`config.mk`:
```
export PLATFORM = sky130hd
export DESIGN_NAME = image_error_statistics
export DESIGN_NICKNAME = d
export VERILOG_FILES = /design/src/ies_pkg.sv /design/src/ies_dp.sv /design/src/ies_ctrl.sv /design/src/image_error_statistics.sv
export VERILOG_INCLUDE_DIRS = /design/src /design/src/src
export SDC_FILE = /design/constraint.sdc
export NUM_CORES = 2
export LEC_CHECK = 0
export BUFFER_PORTS_ARGS = -buffer_cell sky130_fd_sc_hd__buf_2
export CAP_MARGIN = 5
export CORE_UTILIZATION = 29
export CTS_CLUSTER_SIZE = 40
export DETAILED_ROUTE_END_ITERATION = 7
export GPL_TIMING_DRIVEN = 0
export HOLD_SLACK_MARGIN = 0.03
export PLACE_DENSITY = 0.45
export SYNTH_ARGS = -nofsm -noshare
export SYNTH_HDL_FRONTEND = slang
export SYNTH_SLANG_ARGS = --single-unit
```
`constraint.sdc`:
```
create_clock -name clk_i -period 10.45 [get_ports clk_i]
set_input_delay 1.5675 -clock clk_i [delete_from_list [all_inputs] [get_ports clk_i]]
set_output_delay 1.5675 -clock clk_i [all_outputs]
set_load 0.1 [all_outputs]
```
`src/image_error_statistics_assert.svh`:
```
// Assertion macros for the image error statistics RTL.
// Both expect clk_i in the scope where they are used; IES_ASSERT also expects rst_ni.
`ifndef IMAGE_ERROR_STATISTICS_ASSERT_SVH
`define IMAGE_ERROR_STATISTICS_ASSERT_SVH

// Check a property on every clock edge outside reset.
`define IES_ASSERT(name, prop) \
  name: assert property (@(posedge clk_i) disable iff (!rst_ni) prop) \
    else $error("image_error_statistics: assertion failed");

// Check a property on every clock edge, reset included.
`define IES_ASSERT_ALWAYS(name, prop) \
  name: assert property (@(posedge clk_i) prop) \
    else $error("image_error_statistics: assertion failed");

`endif

```
`src/ies_pkg.sv`:
```
`default_nettype none
package ies_pkg;

  localparam int DefMaxWidth  = 4096;
  localparam int DefMaxPixels = 4194304;
  localparam int DefFracBits  = 16;

  localparam int PixW     = 8;
  localparam int FwW      = 13;
  localparam int WinW     = 12;
  localparam int RowW     = 12;
  localparam int ResW     = 32;
  localparam int CfgIdxW  = 3;
  localparam int CfgDataW = 13;
  localparam int DivSteps = 32;

  typedef enum logic [CfgIdxW-1:0] {
    REG_FRAME_WIDTH,
    REG_WIN_X0,
    REG_WIN_Y0,
    REG_WIN_X1,
    REG_WIN_Y1
  } cfg_reg_e;

  // Finalisation operations, run in this order
  typedef enum logic [2:0] {
    OP_N_RSQ,
    OP_RSUM_SQ,
    OP_N_DSQ,
    OP_DMAG_SQ,
    OP_N_N,
    OP_DIV_MSE,
    OP_DIV_VR,
    OP_DIV_VN
  } op_e;

  typedef struct packed {
    logic take;
    logic start;
    logic step;
    logic commit;
    logic clear;
    op_e  op;
  } cmd_t;

  typedef struct packed {
    logic n_zero;
  } stat_t;

endpackage
`default_nettype wire

```
`src/ies_dp.sv`:
```
`default_nettype none
module ies_dp #(
  parameter int MaxWidth  = ies_pkg::DefMaxWidth,
  parameter int MaxPixels = ies_pkg::DefMaxPixels,
  parameter int FracBits  = ies_pkg::DefFracBits
) (
  input  wire logic                                clk_i,
  input  wire logic                                rst_ni,
  input  wire logic                                cfg_we_i,
  input  wire logic [ies_pkg::CfgIdxW-1:0]         cfg_idx_i,
  input  wire logic [ies_pkg::CfgDataW-1:0]        cfg_data_i,
  input  wire logic [ies_pkg::PixW-1:0]            ref_pixel_i,
  input  wire logic [ies_pkg::PixW-1:0]            test_pixel_i,
  input  wire ies_pkg::cmd_t                       cmd_i,
  output ies_pkg::stat_t                           stat_o,
  output logic [ies_pkg::ResW-1:0]                 mse_o,
  output logic [ies_pkg::ResW-1:0]                 var_ref_o,
  output logic [ies_pkg::ResW-1:0]                 var_noise_o,
  output logic [$clog2(MaxPixels+1)-1:0]           pixel_count_o,
  output logic                                     zero_noise_o,
  output logic                                     count_overflow_o
);
  import ies_pkg::*;

  localparam int CntW  = $clog2(MaxPixels + 1);
  localparam int ColW  = $clog2(MaxWidth);
  localparam int WW    = (ColW + 1 > FwW) ? ColW + 1 : FwW;
  localparam int RSumW = CntW + 8;
  localparam int SqW   = CntW + 16;
  localparam int DSumW = CntW + 9;
  localparam int MW    = CntW + 8;
  localparam int PW    = 2 * CntW + 16;
  localparam int DW    = 2 * CntW;
  localparam int XW    = PW + FracBits;
  localparam int HiW   = XW - DivSteps;

  // configuration
  logic [FwW-1:0]  fw_q;
  logic [WinW-1:0] x0_q, y0_q, x1_q, y1_q;

  always_ff @(posedge clk_i or negedge rst_ni) begin
    if (!rst_ni) begin
      fw_q <= FwW'(4096);
      x0_q <= '0;
      y0_q <= '0;
      x1_q <= '1;
      y1_q <= '1;
    end else if (cfg_we_i) begin
      case (cfg_idx_i)
        REG_FRAME_WIDTH: fw_q <= cfg_data_i[FwW-1:0];
        REG_WIN_X0:      x0_q <= cfg_data_i[WinW-1:0];
        REG_WIN_Y0:      y0_q <= cfg_data_i[WinW-1:0];
        REG_WIN_X1:      x1_q <= cfg_data_i[WinW-1:0];
        REG_WIN_Y1:      y1_q <= cfg_data_i[WinW-1:0];
        default: ;
      endcase
    end
  end

  // position and accumulators
  logic [ColW-1:0]  col_q;
  logic [RowW-1:0]  row_q;
  logic [CntW-1:0]  cnt_q;
  logic [RSumW-1:0] rsum_q;
  logic [SqW-1:0]   rsq_q, dsq_q;
  logic [DSumW-1:0] dsum_q;
  logic             ovf_q;

  logic [WW-1:0]    col_ext, fw_ext, w_eff;
  logic             in_win, wrap;
  logic [8:0]       d9;
  logic [PixW-1:0]  dmag8;
  logic [15:0]      rr, dd;

  always_comb begin
    col_ext = WW'(col_q);
    fw_ext  = WW'(fw_q);
    w_eff   = (fw_q == '0 || fw_ext > WW'(MaxWidth)) ? WW'(MaxWidth) : fw_ext;
    wrap    = (col_ext + WW'(1)) >= w_eff;
    in_win  = (col_ext >= WW'(x0_q)) && (col_ext <= WW'(x1_q)) &&
              (row_q >= y0_q) && (row_q <= y1_q);
    d9      = {1'b0, test_pixel_i} - {1'b0, ref_pixel_i};
    dmag8   = d9[8] ? 8'(-d9) : d9[7:0];
    rr      = 16'(ref_pixel_i) * 16'(ref_pixel_i);
    dd      = 16'(dmag8) * 16'(dmag8);
  end

  always_ff @(posedge clk_i or negedge rst_ni) begin
    if (!rst_ni) begin
      col_q  <= '0;
      row_q  <= '0;
      cnt_q  <= '0;
      rsum_q <= '0;
      rsq_q  <= '0;
      dsq_q  <= '0;
      dsum_q <= '0;
      ovf_q  <= 1'b0;
    end else if (cmd_i.clear) begin
      col_q  <= '0;
      row_q  <= '0;
      cnt_q  <= '0;
      rsum_q <= '0;
      rsq_q  <= '0;
      dsq_q  <= '0;
      dsum_q <= '0;
      ovf_q  <= 1'b0;
    end else if (cmd_i.take) begin
      if (in_win) begin
        if (cnt_q >= CntW'(MaxPixels)) begin
          ovf_q <= 1'b1;
        end else begin
          cnt_q  <= cnt_q + CntW'(1);
          rsum_q <= rsum_q + RSumW'(ref_pixel_i);
          rsq_q  <= rsq_q + SqW'(rr);
          dsq_q  <= dsq_q + SqW'(dd);
          dsum_q <= dsum_q + {{(DSumW-9){d9[8]}}, d9};
        end
      end
      if (wrap) begin
        col_q <= '0;
        row_q <= row_q + RowW'(1);
      end else begin
        col_q <= col_q + ColW'(1);
      end
    end
  end

  // shift-add multiplier and restoring divider
  logic [MW-1:0]       dmag;
  logic [PW-1:0]       ma_q, prod_q, t_q, nr_q, nn_q;
  logic [MW-1:0]       mb_q;
  logic [DW-1:0]       den2_q, den;
  logic [DW-1:0]       rem_q;
  logic [DivSteps-1:0] xlo_q, q_q;
  logic                sat_q;
  logic [ResW-1:0]     mse_q, vr_q, vn_q;
  logic                is_mul;
  logic [PW-1:0]       num;
  logic [XW-1:0]       xnum;
  logic [HiW-1:0]      hi;
  logic [DW:0]         r2;
  logic [ResW-1:0]     qres;

  always_comb begin
    dmag   = dsum_q[DSumW-1] ? MW'(-dsum_q) : MW'(dsum_q);
    is_mul = (cmd_i.op == OP_N_RSQ) || (cmd_i.op == OP_RSUM_SQ) ||
             (cmd_i.op == OP_N_DSQ) || (cmd_i.op == OP_DMAG_SQ) ||
             (cmd_i.op == OP_N_N);
    case (cmd_i.op)
      OP_DIV_VR: num = nr_q;
      OP_DIV_VN: num = nn_q;
      default:   num = PW'(dsq_q);
    endcase
    den  = (cmd_i.op == OP_DIV_MSE) ? DW'(cnt_q) : den2_q;
    xnum = {num, {FracBits{1'b0}}};
    hi   = xnum[XW-1:DivSteps];
    r2   = {rem_q, xlo_q[DivSteps-1]};
    qres = sat_q ? '1 : q_q;
  end

  always_ff @(posedge clk_i) begin
    if (cmd_i.start) begin
      if (is_mul) begin
        prod_q <= '0;
        case (cmd_i.op)
          OP_N_RSQ:   begin ma_q <= PW'(rsq_q);  mb_q <= MW'(cnt_q); end
          OP_RSUM_SQ: begin ma_q <= PW'(rsum_q); mb_q <= MW'(rsum_q); end
          OP_N_DSQ:   begin ma_q <= PW'(dsq_q);  mb_q <= MW'(cnt_q); end
          OP_DMAG_SQ: begin ma_q <= PW'(dmag);   mb_q <= dmag; end
          default:    begin ma_q <= PW'(cnt_q);  mb_q <= MW'(cnt_q); end
        endcase
      end else begin
        sat_q <= XW'(hi) >= XW'(den);
        rem_q <= DW'(hi);
        xlo_q <= xnum[DivSteps-1:0];
        q_q   <= '0;
      end
    end else if (cmd_i.step) begin
      if (is_mul) begin
        if (mb_q[0]) prod_q <= prod_q + ma_q;
        ma_q <= ma_q << 1;
        mb_q <= mb_q >> 1;
      end else begin
        if (r2 >= {1'b0, den}) begin
          rem_q <= DW'(r2 - {1'b0, den});
          q_q   <= {q_q[DivSteps-2:0], 1'b1};
        end else begin
          rem_q <= r2[DW-1:0];
          q_q   <= {q_q[DivSteps-2:0], 1'b0};
        end
        xlo_q <= xlo_q << 1;
      end
    end else if (cmd_i.commit) begin
      case (cmd_i.op)
        OP_N_RSQ:   t_q    <= prod_q;
        OP_RSUM_SQ: nr_q   <= t_q - prod_q;
        OP_N_DSQ:   t_q    <= prod_q;
        OP_DMAG_SQ: nn_q   <= t_q - prod_q;
        OP_N_N:     den2_q <= prod_q[DW-1:0];
        OP_DIV_MSE: mse_q  <= qres;
        OP_DIV_VR:  vr_q   <= qres;
        OP_DIV_VN:  vn_q   <= qres;
        default: ;
      endcase
    end
  end

  // an empty window gives all-zero values
  always_comb begin
    stat_o.n_zero    = (cnt_q == '0);
    mse_o            = stat_o.n_zero ? '0 : mse_q;
    var_ref_o        = stat_o.n_zero ? '0 : vr_q;
    var_noise_o      = stat_o.n_zero ? '0 : vn_q;
    zero_noise_o     = !stat_o.n_zero && (nn_q == '0);
    pixel_count_o    = cnt_q;
    count_overflow_o = ovf_q;
  end

endmodule
`default_nettype wire

```
`src/ies_ctrl.sv`:
```
`default_nettype none
`include "image_error_statistics_assert.svh"
module ies_ctrl #(
  parameter int MulSteps = $clog2(ies_pkg::DefMaxPixels + 1) + 8
) (
  input  wire logic           clk_i,
  input  wire logic           rst_ni,
  input  wire logic           in_valid_i,
  input  wire logic           in_last_i,
  input  wire logic           out_stall_i,
  input  wire ies_pkg::stat_t stat_i,
  output ies_pkg::cmd_t       cmd_o,
  output logic                in_stall_o,
  output logic                out_valid_o
);
  import ies_pkg::*;

  localparam int MaxSteps = (MulSteps > DivSteps) ? MulSteps : DivSteps;
  localparam int StepW    = $clog2(MaxSteps);

  typedef enum logic [2:0] {S_RUN, S_START, S_STEP, S_COMMIT, S_OUT} state_e;

  state_e           state_q;
  op_e              op_q;
  logic [StepW-1:0] cnt_q;
  logic [StepW-1:0] last_step;
  logic             is_mul;

  always_comb begin
    is_mul    = (op_q == OP_N_RSQ) || (op_q == OP_RSUM_SQ) || (op_q == OP_N_DSQ) ||
                (op_q == OP_DMAG_SQ) || (op_q == OP_N_N);
    last_step = is_mul ? StepW'(MulSteps - 1) : StepW'(DivSteps - 1);
    in_stall_o  = (state_q != S_RUN);
    out_valid_o = (state_q == S_OUT);
    cmd_o        = '0;
    cmd_o.op     = op_q;
    cmd_o.take   = (state_q == S_RUN) && in_valid_i;
    cmd_o.start  = (state_q == S_START) && !stat_i.n_zero;
    cmd_o.step   = (state_q == S_STEP);
    cmd_o.commit = (state_q == S_COMMIT);
    cmd_o.clear  = (state_q == S_OUT) && !out_stall_i;
  end

  always_ff @(posedge clk_i or negedge rst_ni) begin
    if (!rst_ni) begin
      state_q <= S_RUN;
      op_q    <= OP_N_RSQ;
      cnt_q   <= '0;
    end else begin
      case (state_q)
        S_RUN: begin
          if (in_valid_i && in_last_i) begin
            state_q <= S_START;
            op_q    <= OP_N_RSQ;
          end
        end
        S_START: begin
          cnt_q   <= '0;
          state_q <= stat_i.n_zero ? S_OUT : S_STEP;
        end
        S_STEP: begin
          if (cnt_q == last_step) state_q <= S_COMMIT;
          else cnt_q <= cnt_q + StepW'(1);
        end
        S_COMMIT: begin
          if (op_q == OP_DIV_VN) begin
            state_q <= S_OUT;
          end else begin
            op_q    <= op_e'(op_q + 3'd1);
            state_q <= S_START;
          end
        end
        S_OUT: begin
          if (!out_stall_i) state_q <= S_RUN;
        end
        default: state_q <= S_RUN;
      endcase
    end
  end

  `IES_ASSERT_ALWAYS(a_no_overlap, !(out_valid_o && !in_stall_o))
  `IES_ASSERT(a_last_starts, (in_valid_i && !in_stall_o && in_last_i) |=> (state_q == S_START))
  `IES_ASSERT(a_commit_after_step, cmd_o.commit |-> $past(state_q == S_STEP))
  `IES_ASSERT(a_clear_ends_result, cmd_o.clear |=> !out_valid_o)

endmodule
`default_nettype wire

```
`src/image_error_statistics.sv`:
```
// Image error statistics over a window of a raster pixel stream.
// Input channel: ref_pixel_i, test_pixel_i and last_pixel_i move on a transfer
// (in_valid_i high, in_stall_o low). While a frame streams in, one pixel
// pair is taken every cycle; the column and row follow frame_width.
// Configuration: cfg_we_i writes cfg_data_i into register cfg_idx_i
// (frame width, window x0, y0, x1, y1); write only when idle.
// On the pixel flagged last the block stalls input and finalises: five
// shift-add products (one multiplier bit a cycle, count width + 8 bits)
// and three restoring divisions (32 quotient bits), each with a load and
// a commit step. An empty window skips the products and divisions.
// Output channel: mse_o, var_ref_o, var_noise_o (16.16 by default),
// pixel_count_o, zero_noise_o and count_overflow_o move on a transfer
// (out_valid_o high, out_stall_i low). They hold while out_stall_i is high;
// the transfer clears the accumulators and the next frame may start.
// Reset clears position, accumulators and loads the default window.
`default_nettype none
module image_error_statistics #(
  parameter int MaxWidth  = ies_pkg::DefMaxWidth,
  parameter int MaxPixels = ies_pkg::DefMaxPixels,
  parameter int FracBits  = ies_pkg::DefFracBits
) (
  input  wire logic                         clk_i,
  input  wire logic                         rst_ni,
  input  wire logic                         cfg_we_i,
  input  wire logic [ies_pkg::CfgIdxW-1:0]  cfg_idx_i,
  input  wire logic [ies_pkg::CfgDataW-1:0] cfg_data_i,
  input  wire logic                         in_valid_i,
  output logic                              in_stall_o,
  input  wire logic [ies_pkg::PixW-1:0]     ref_pixel_i,
  input  wire logic [ies_pkg::PixW-1:0]     test_pixel_i,
  input  wire logic                         last_pixel_i,
  output logic                              out_valid_o,
  input  wire logic                         out_stall_i,
  output logic [ies_pkg::ResW-1:0]          mse_o,
  output logic [ies_pkg::ResW-1:0]          var_ref_o,
  output logic [ies_pkg::ResW-1:0]          var_noise_o,
  output logic [$clog2(MaxPixels+1)-1:0]    pixel_count_o,
  output logic                              zero_noise_o,
  output logic                              count_overflow_o
);
  import ies_pkg::*;

  // multiplier operand width: count width plus eight bits for pixel sums
  localparam int MulSteps = $clog2(MaxPixels + 1) + 8;

  cmd_t  cmd;
  stat_t stat;

  // sequence the finalisation and both handshakes
  ies_ctrl #(
    .MulSteps(MulSteps)
  ) u_ctrl (
    .clk_i      (clk_i),
    .rst_ni     (rst_ni),
    .in_valid_i (in_valid_i),
    .in_last_i  (last_pixel_i),
    .out_stall_i(out_stall_i),
    .stat_i     (stat),
    .cmd_o      (cmd),
    .in_stall_o (in_stall_o),
    .out_valid_o(out_valid_o)
  );

  // accumulate, multiply, divide and hold the result
  ies_dp #(
    .MaxWidth (MaxWidth),
    .MaxPixels(MaxPixels),
    .FracBits (FracBits)
  ) u_dp (
    .clk_i           (clk_i),
    .rst_ni          (rst_ni),
    .cfg_we_i        (cfg_we_i),
    .cfg_idx_i       (cfg_idx_i),
    .cfg_data_i      (cfg_data_i),
    .ref_pixel_i     (ref_pixel_i),
    .test_pixel_i    (test_pixel_i),
    .cmd_i           (cmd),
    .stat_o          (stat),
    .mse_o           (mse_o),
    .var_ref_o       (var_ref_o),
    .var_noise_o     (var_noise_o),
    .pixel_count_o   (pixel_count_o),
    .zero_noise_o    (zero_noise_o),
    .count_overflow_o(count_overflow_o)
  );

endmodule
`default_nettype wire

```
# Word level (Yosys, flattened, before mapping)
# Index checks and enable logic that the tools add are counted.
# totals
ramBits,0
reg_bits,855
n_memories,0
mem_bits_ro,0
inputBits,38
out_inout_bits,123
latchBits,0
# op_classes
magnitude_cmp,9
reduce_logical,53
multipliers,2
eq_ne,22
add_sub_neg,16
n_shift,0
muxes,80
div,0
bitwise,3
# ops
cell,n
2-to-1 mux 62 bit,9
2-to-1 mux 32 bit,16
2-to-1 mux 39 bit,8
2-to-1 mux 31 bit,9
2-to-1 mux 46 bit,6
one-hot mux 39 bit (4 select lines),1
one-hot mux 62 bit (2 select lines),1
2-to-1 mux 23 bit,4
adder 39 x 16 -> 39 bit,2
2-to-1 mux 12 bit,6
adder 62 bit,1
zero test 62 bit,1
one-hot mux 31 bit (2 select lines),1
subtractor 62 bit,1
greater-or-equal comparator 47 x 46 -> 1 bit,1
greater-or-equal comparator 46 bit,1
subtractor 46 bit,1
adder 32 bit,1
multiplier 8 x 8 -> 16 bit,2
adder 31 x 8 -> 31 bit,1
negator 31 bit,1
AND reduction 4 bit,7
"adder 12 x 1 -> 12 bit, second input constant",2
greater-or-equal comparator 12 bit,2
other kinds (36),100

# Logic depth before layout (Yosys ltp)
# depth
word_depth,9
depth_mapped,35
depth_no_buf,34

# Cells and area by module
# A second synthesis with hierarchy kept.
# hier_totals
hier_cells,5443
area_unflattened_um2,55145.4
# modules_own_cells
module,area_per_inst_um2,seq_area_each_um2,instances,cells_per_inst
ies_dp,54313.3,23643.9,1,5352
ies_ctrl,832.0,275.3,1,91

# Worst setup path before layout
# OpenSTA, ideal clock, no wires.
# synth_path
path_type,register to register
from,register u_dp.cnt_q[0] (netlist: u_dp.pixel_count_o[0])
to,"register u_dp.prod_q[0], enable pin"
n_path_buf,1
required_ps,10026
t_arrival_ps,8444
path_stages_with_launch,11
setup_ps,424
slack_ps,1582
path_cell_list,dfrtp_1 inv_1 ha_1 nor4b_1 nand4_1 nor4_1 clkbuf_1 or3b_2 a21oi_1 nor2b_1 o21a_1
# synth_between
elab_chain_len,5
elab_cells_between_ends,6
# synth_lines
element,line,rtl
start: declaration,ies_dp.sv:63,logic [CntW-1:0] cnt_q;
start signal: assignment,ies_dp.sv:112,cnt_q <= cnt_q + CntW'(1);
zero test 23 bit (*),ies_dp.sv:210,stat_o.n_zero = (cnt_q == '0);
zero test 1 bit (*),ies_ctrl.sv:38,cmd_o.start = (state_q == S_START) && !stat_i.n_zero;
logical AND 1 bit (*),ies_ctrl.sv:38,
nonzero test 2 bit (no source line),-,
AND reduction 3 bit (no source line) (*),-,
end signal: assignment,ies_dp.sv:180,if (mb_q[0]) prod_q <= prod_q + ma_q;
end: declaration,ies_dp.sv:130,"logic [PW-1:0] ma_q, prod_q, t_q, nr_q, nn_q;"
# Mark *: on every way between the ends. The rest lies on a longest branch, timed or not.
# A chain may end at the register's enable or synchronous reset.

# Worst setup path in the final report
# layout_path
from,input port ref_pixel_i[1] (netlist name)
to,register u_dp.dsq_q[37]
# layout_between
elab_chain_len,9
# layout_lines
element,line,rtl
start: declaration,image_error_statistics.sv:29,"input wire logic [ies_pkg::PixW-1:0] ref_pixel_i,"
subtractor 8 x 8 -> 9 bit (*),ies_dp.sv:82,"d9 = {1'b0, test_pixel_i} - {1'b0, ref_pixel_i};"
negator 8 bit,ies_dp.sv:83,dmag8 = d9[8] ? 8'(-d9) : d9[7:0];
2-to-1 mux 8 bit (*),ies_dp.sv:83,
multiplier 8 x 8 -> 16 bit (*),ies_dp.sv:85,dd = 16'(dmag8) * 16'(dmag8);
adder 39 x 16 -> 39 bit (*),ies_dp.sv:115,dsq_q <= dsq_q + SqW'(dd);
2-to-1 mux 39 bit (*),ies_dp.sv:109,if (cnt_q >= CntW'(MaxPixels)) begin
2-to-1 mux 39 bit (*),ies_dp.sv:108,if (in_win) begin
2-to-1 mux 39 bit (*),ies_dp.sv:107,end else if (cmd_i.take) begin
2-to-1 mux 39 bit (*),ies_dp.sv:98,end else if (cmd_i.clear) begin
end signal: assignment,ies_dp.sv:115,
end: declaration,ies_dp.sv:65,"logic [SqW-1:0] rsq_q, dsq_q;"
# Mark *: on every way between the ends. The rest lies on a longest branch, timed or not. The select of a mux whose other input is x is not followed.

==> impl_metrics.json <==
{
  "status": "finished, final reports clean",
  "p_leak_nw": 25.89,
  "drt_iter0_drc": 2660,
  "drcViolationCount": 0,
  "synth_top_area_cell": "edfxtp_1",
  "synth_top_family_by_area": "compound AO/OA/AOI/OAI gates",
  "whs_ns": 0.4895,
  "cp-end-kind": "register",
  "num_vias": 41250,
  "area_growth_pct": 14.49,
  "fin_cells": 8301,
  "tns_ns": 0,
  "async_flop_share": 0.3111,
  "path_max_fanout": 29,
  "cts_setup_buffers": 0,
  "synth_nets": 6001,
  "first_global_vias": 41470,
  "r2r_start": "u_dp.rsq_q[4]",
  "ys_warn_count": 0,
  "hold_buffers": 0,
  "min_period_over_period": 0.9235,
  "placed_area_um2": 58220,
  "setup_ws_ns": 0.7999,
  "synth_edf_count": 578,
  "critPathSlowestCell": "xor2_1",
  "dp_slack_ns": 0.1461,
  "grt_antenna_before_repair": 8,
  "drt_pass1_iterations": 7,
  "initial_utilization": 0.2930,
  "ctsResizeCount": 0,
  "coreArea_um2": 183900,
  "ys_seq_elements": 839,
  "min_path_type": "register to register",
  "power.density_nw_per_um2": 275.4,
  "synth_top_area_frac": 0.3222,
  "synth_cell_types": 89,
  "wl_per_cell_um": 20.73,
  "vdd_drop_max_mv": 0.2199,
  "ys.flop_type": "edfxtp_1",
  "fin_skew_ns": 0.04583,
  "numCtsBuffers": 103,
  "grtUsageTotal": 0.1821,
  "htreeDepth": 3,
  "netlist_area_um2": 53880,
  "grt_max_degree": 108,
  "tightest_slew_ns": 1.381,
  "cp.arrival_ns": 10.20,
  "total_power_mw": 16.99,
  "rsz0062_at_grt": "false",
  "synth_compound_area_frac": 0.1647,
  "grt_overflow": 0,
  "wl_um": 172000,
  "period_needed_ns": 9.650,
  "final_core_util": 0.3355,
  "setup_viol": 0,
  "fin_area_um2": 61680,
  "max_freq_mhz": 103.6,
  "gp_congestion": 0.9126,
  "fin_nets": 6291,
  "synthCells": 5461,
  "cp_data_required_time_ns": 11.00,
  "yosysSeqAreaShare": 0.4440,
  "cts.path.max_buffers": 3,
  "viasPerCell": 4.969,
  "ys_top_cells_by_area": "edfxtp_1, dfrtp_1, ha_1",
  "grt_pass1_wl_um": 260100,
  "final_common_cell": "edfxtp_1",
  "synth-simple-area-share": 0.1514,
  "die_width_um": 433.0,
  "hp-start": "u_dp.mb_q[27]",
  "dieArea_um2": 187500,
  "cts.clk_slew.worst_paths_ns": 0.06,
  "postSynthAreaPerCell_um2": 9.866,
  "critPathLaunch": "ref_pixel_i[1]",
  "clk_latency_ns": 0.72,
  "crit_type": "input pin to register",
  "path_common_cell": "a21oi_1",
  "final_cell_mix": "edfxtp_1, nand2_1, nor2_1",
  "cap_violations": 0,
  "slew_violations": 0,
  "setup.worst_path.start_class": "input pin",
  "drtAntennaViolNets": 0,
  "cts-root-buf": "clkbuf_16",
  "slew_headroom": 0.07959,
  "dp.cells": 8109,
  "die_y_um": 433.0,
  "slowest_delay_ns": 0.79,
  "clock_sinks": 839,
  "synth-xor-area-share": 0.05560,
  "synthMuxAreaShare": 0.01489,
  "tritoncts": "done",
  "place_hpwl_um": 136400,
  "final_hold_viol_count": 0,
  "synthAdderAreaFrac": 0.1280,
  "layout-drive-gt1-share": 0.08225,
  "portBuffers": 160,
  "rows": 157,
  "io_pins": 161
}
layer usage:
layer | vias up | GRT usage | share of wire
met3 | 222 | 0.01939 | 0.037
met4 | 0 | 0.05492 | 0.032
met1 | 20020 | 0.2541 | 0.48
met5 | - | 0 | 0
met2 | 865 | 0.2954 | 0.45
li1 | 20140 | - | -
worst max-delay path: cells and delay by family:
kind | cells | cell delay, ns
simple gates | 3 | 0.38
xor+xnor | 2 | 0.98
fa+ha+maj | 6 | 2.66
buf+inv | 8 | 1.74
compound gates | 15 | 2.84
final timing paths:
kind	slack (ns)	end	depth (start not counted)
worst max-delay path	0.80	u_dp.dsq_q[37]	34
worst min-delay path	0.49	u_dp.mb_q[26]	2
worst max register to register	4.12	u_dp.rsq_q[33]	20
worst min register to register	0.49	u_dp.mb_q[26]	2
max in group asynchronous	8.25	u_ctrl.state_q[1]	3
min in group asynchronous	0.79	u_dp.rsq_q[5]	1
power breakdown:
part	switching (mW)	internal, mW	leakage (nW)
sequential	0.392	4.84	8.78
clock	1.50	2.16	1.67
combinational	5.02	3.08	15.4
total	6.91	10.1	25.9
state kept, by name, indices dropped and copies added (netlist names), 39 cells and up:
signal / count
u_dp.prod_q: 62
u_dp.rem_q: 46
u_dp.nr_q: 62
u_dp.ma_q: 62
u_dp.nn_q: 62
u_dp.dsq_q: 39
u_dp.rsq_q: 39
u_dp.t_q: 62
u_dp.den2_q: 46
synth_stat cells (37+ instances only):
master,instances
xor2_1,137
ha_1,420
dfrtp_1,236
and2_1,79
o21ai_0,225
o21ai_1,100
nand4_1,84
nand3_1,100
fa_1,82
inv_1,340
a22oi_1,66
a21oi_1,441
nand2b_1,56
nor2_1,470
and3_1,45
clkbuf_1,220
nand2_1,518
xnor2_1,205
a21o_1,194
mux2i_1,43
nor3_1,58
edfxtp_1,578
or2_2,37
o21bai_1,50
nor2b_1,143
cell type report:
cell class / count / area (um^2)
antenna: 1 / 2.502
buffer: 248 / 944.7
clock buffer: 138 / 2830
clock inverter: 52 / 626.9
fill: 18990 / 122200
inverter: 343 / 1287
multi-input combinational: 4031 / 27770
sequential: 839 / 23920
tap: 2464 / 3083
timing repair buffer: 185 / 1215
cell families (layout without fill, tap and decap cells):
logic type               after synthesis  after routing
multiplexers                          76             76
AO/OA/AOI/OAI                       1400           1400
adder cells (fa/ha/maj)              502            502
XOR/XNOR                             342            342
buffers and inverters                591            966
AND/OR/NAND/NOR                     1711           1711
other                                  0              1
flip-flops                           839            839
Power figures use the tool's default switching activity.
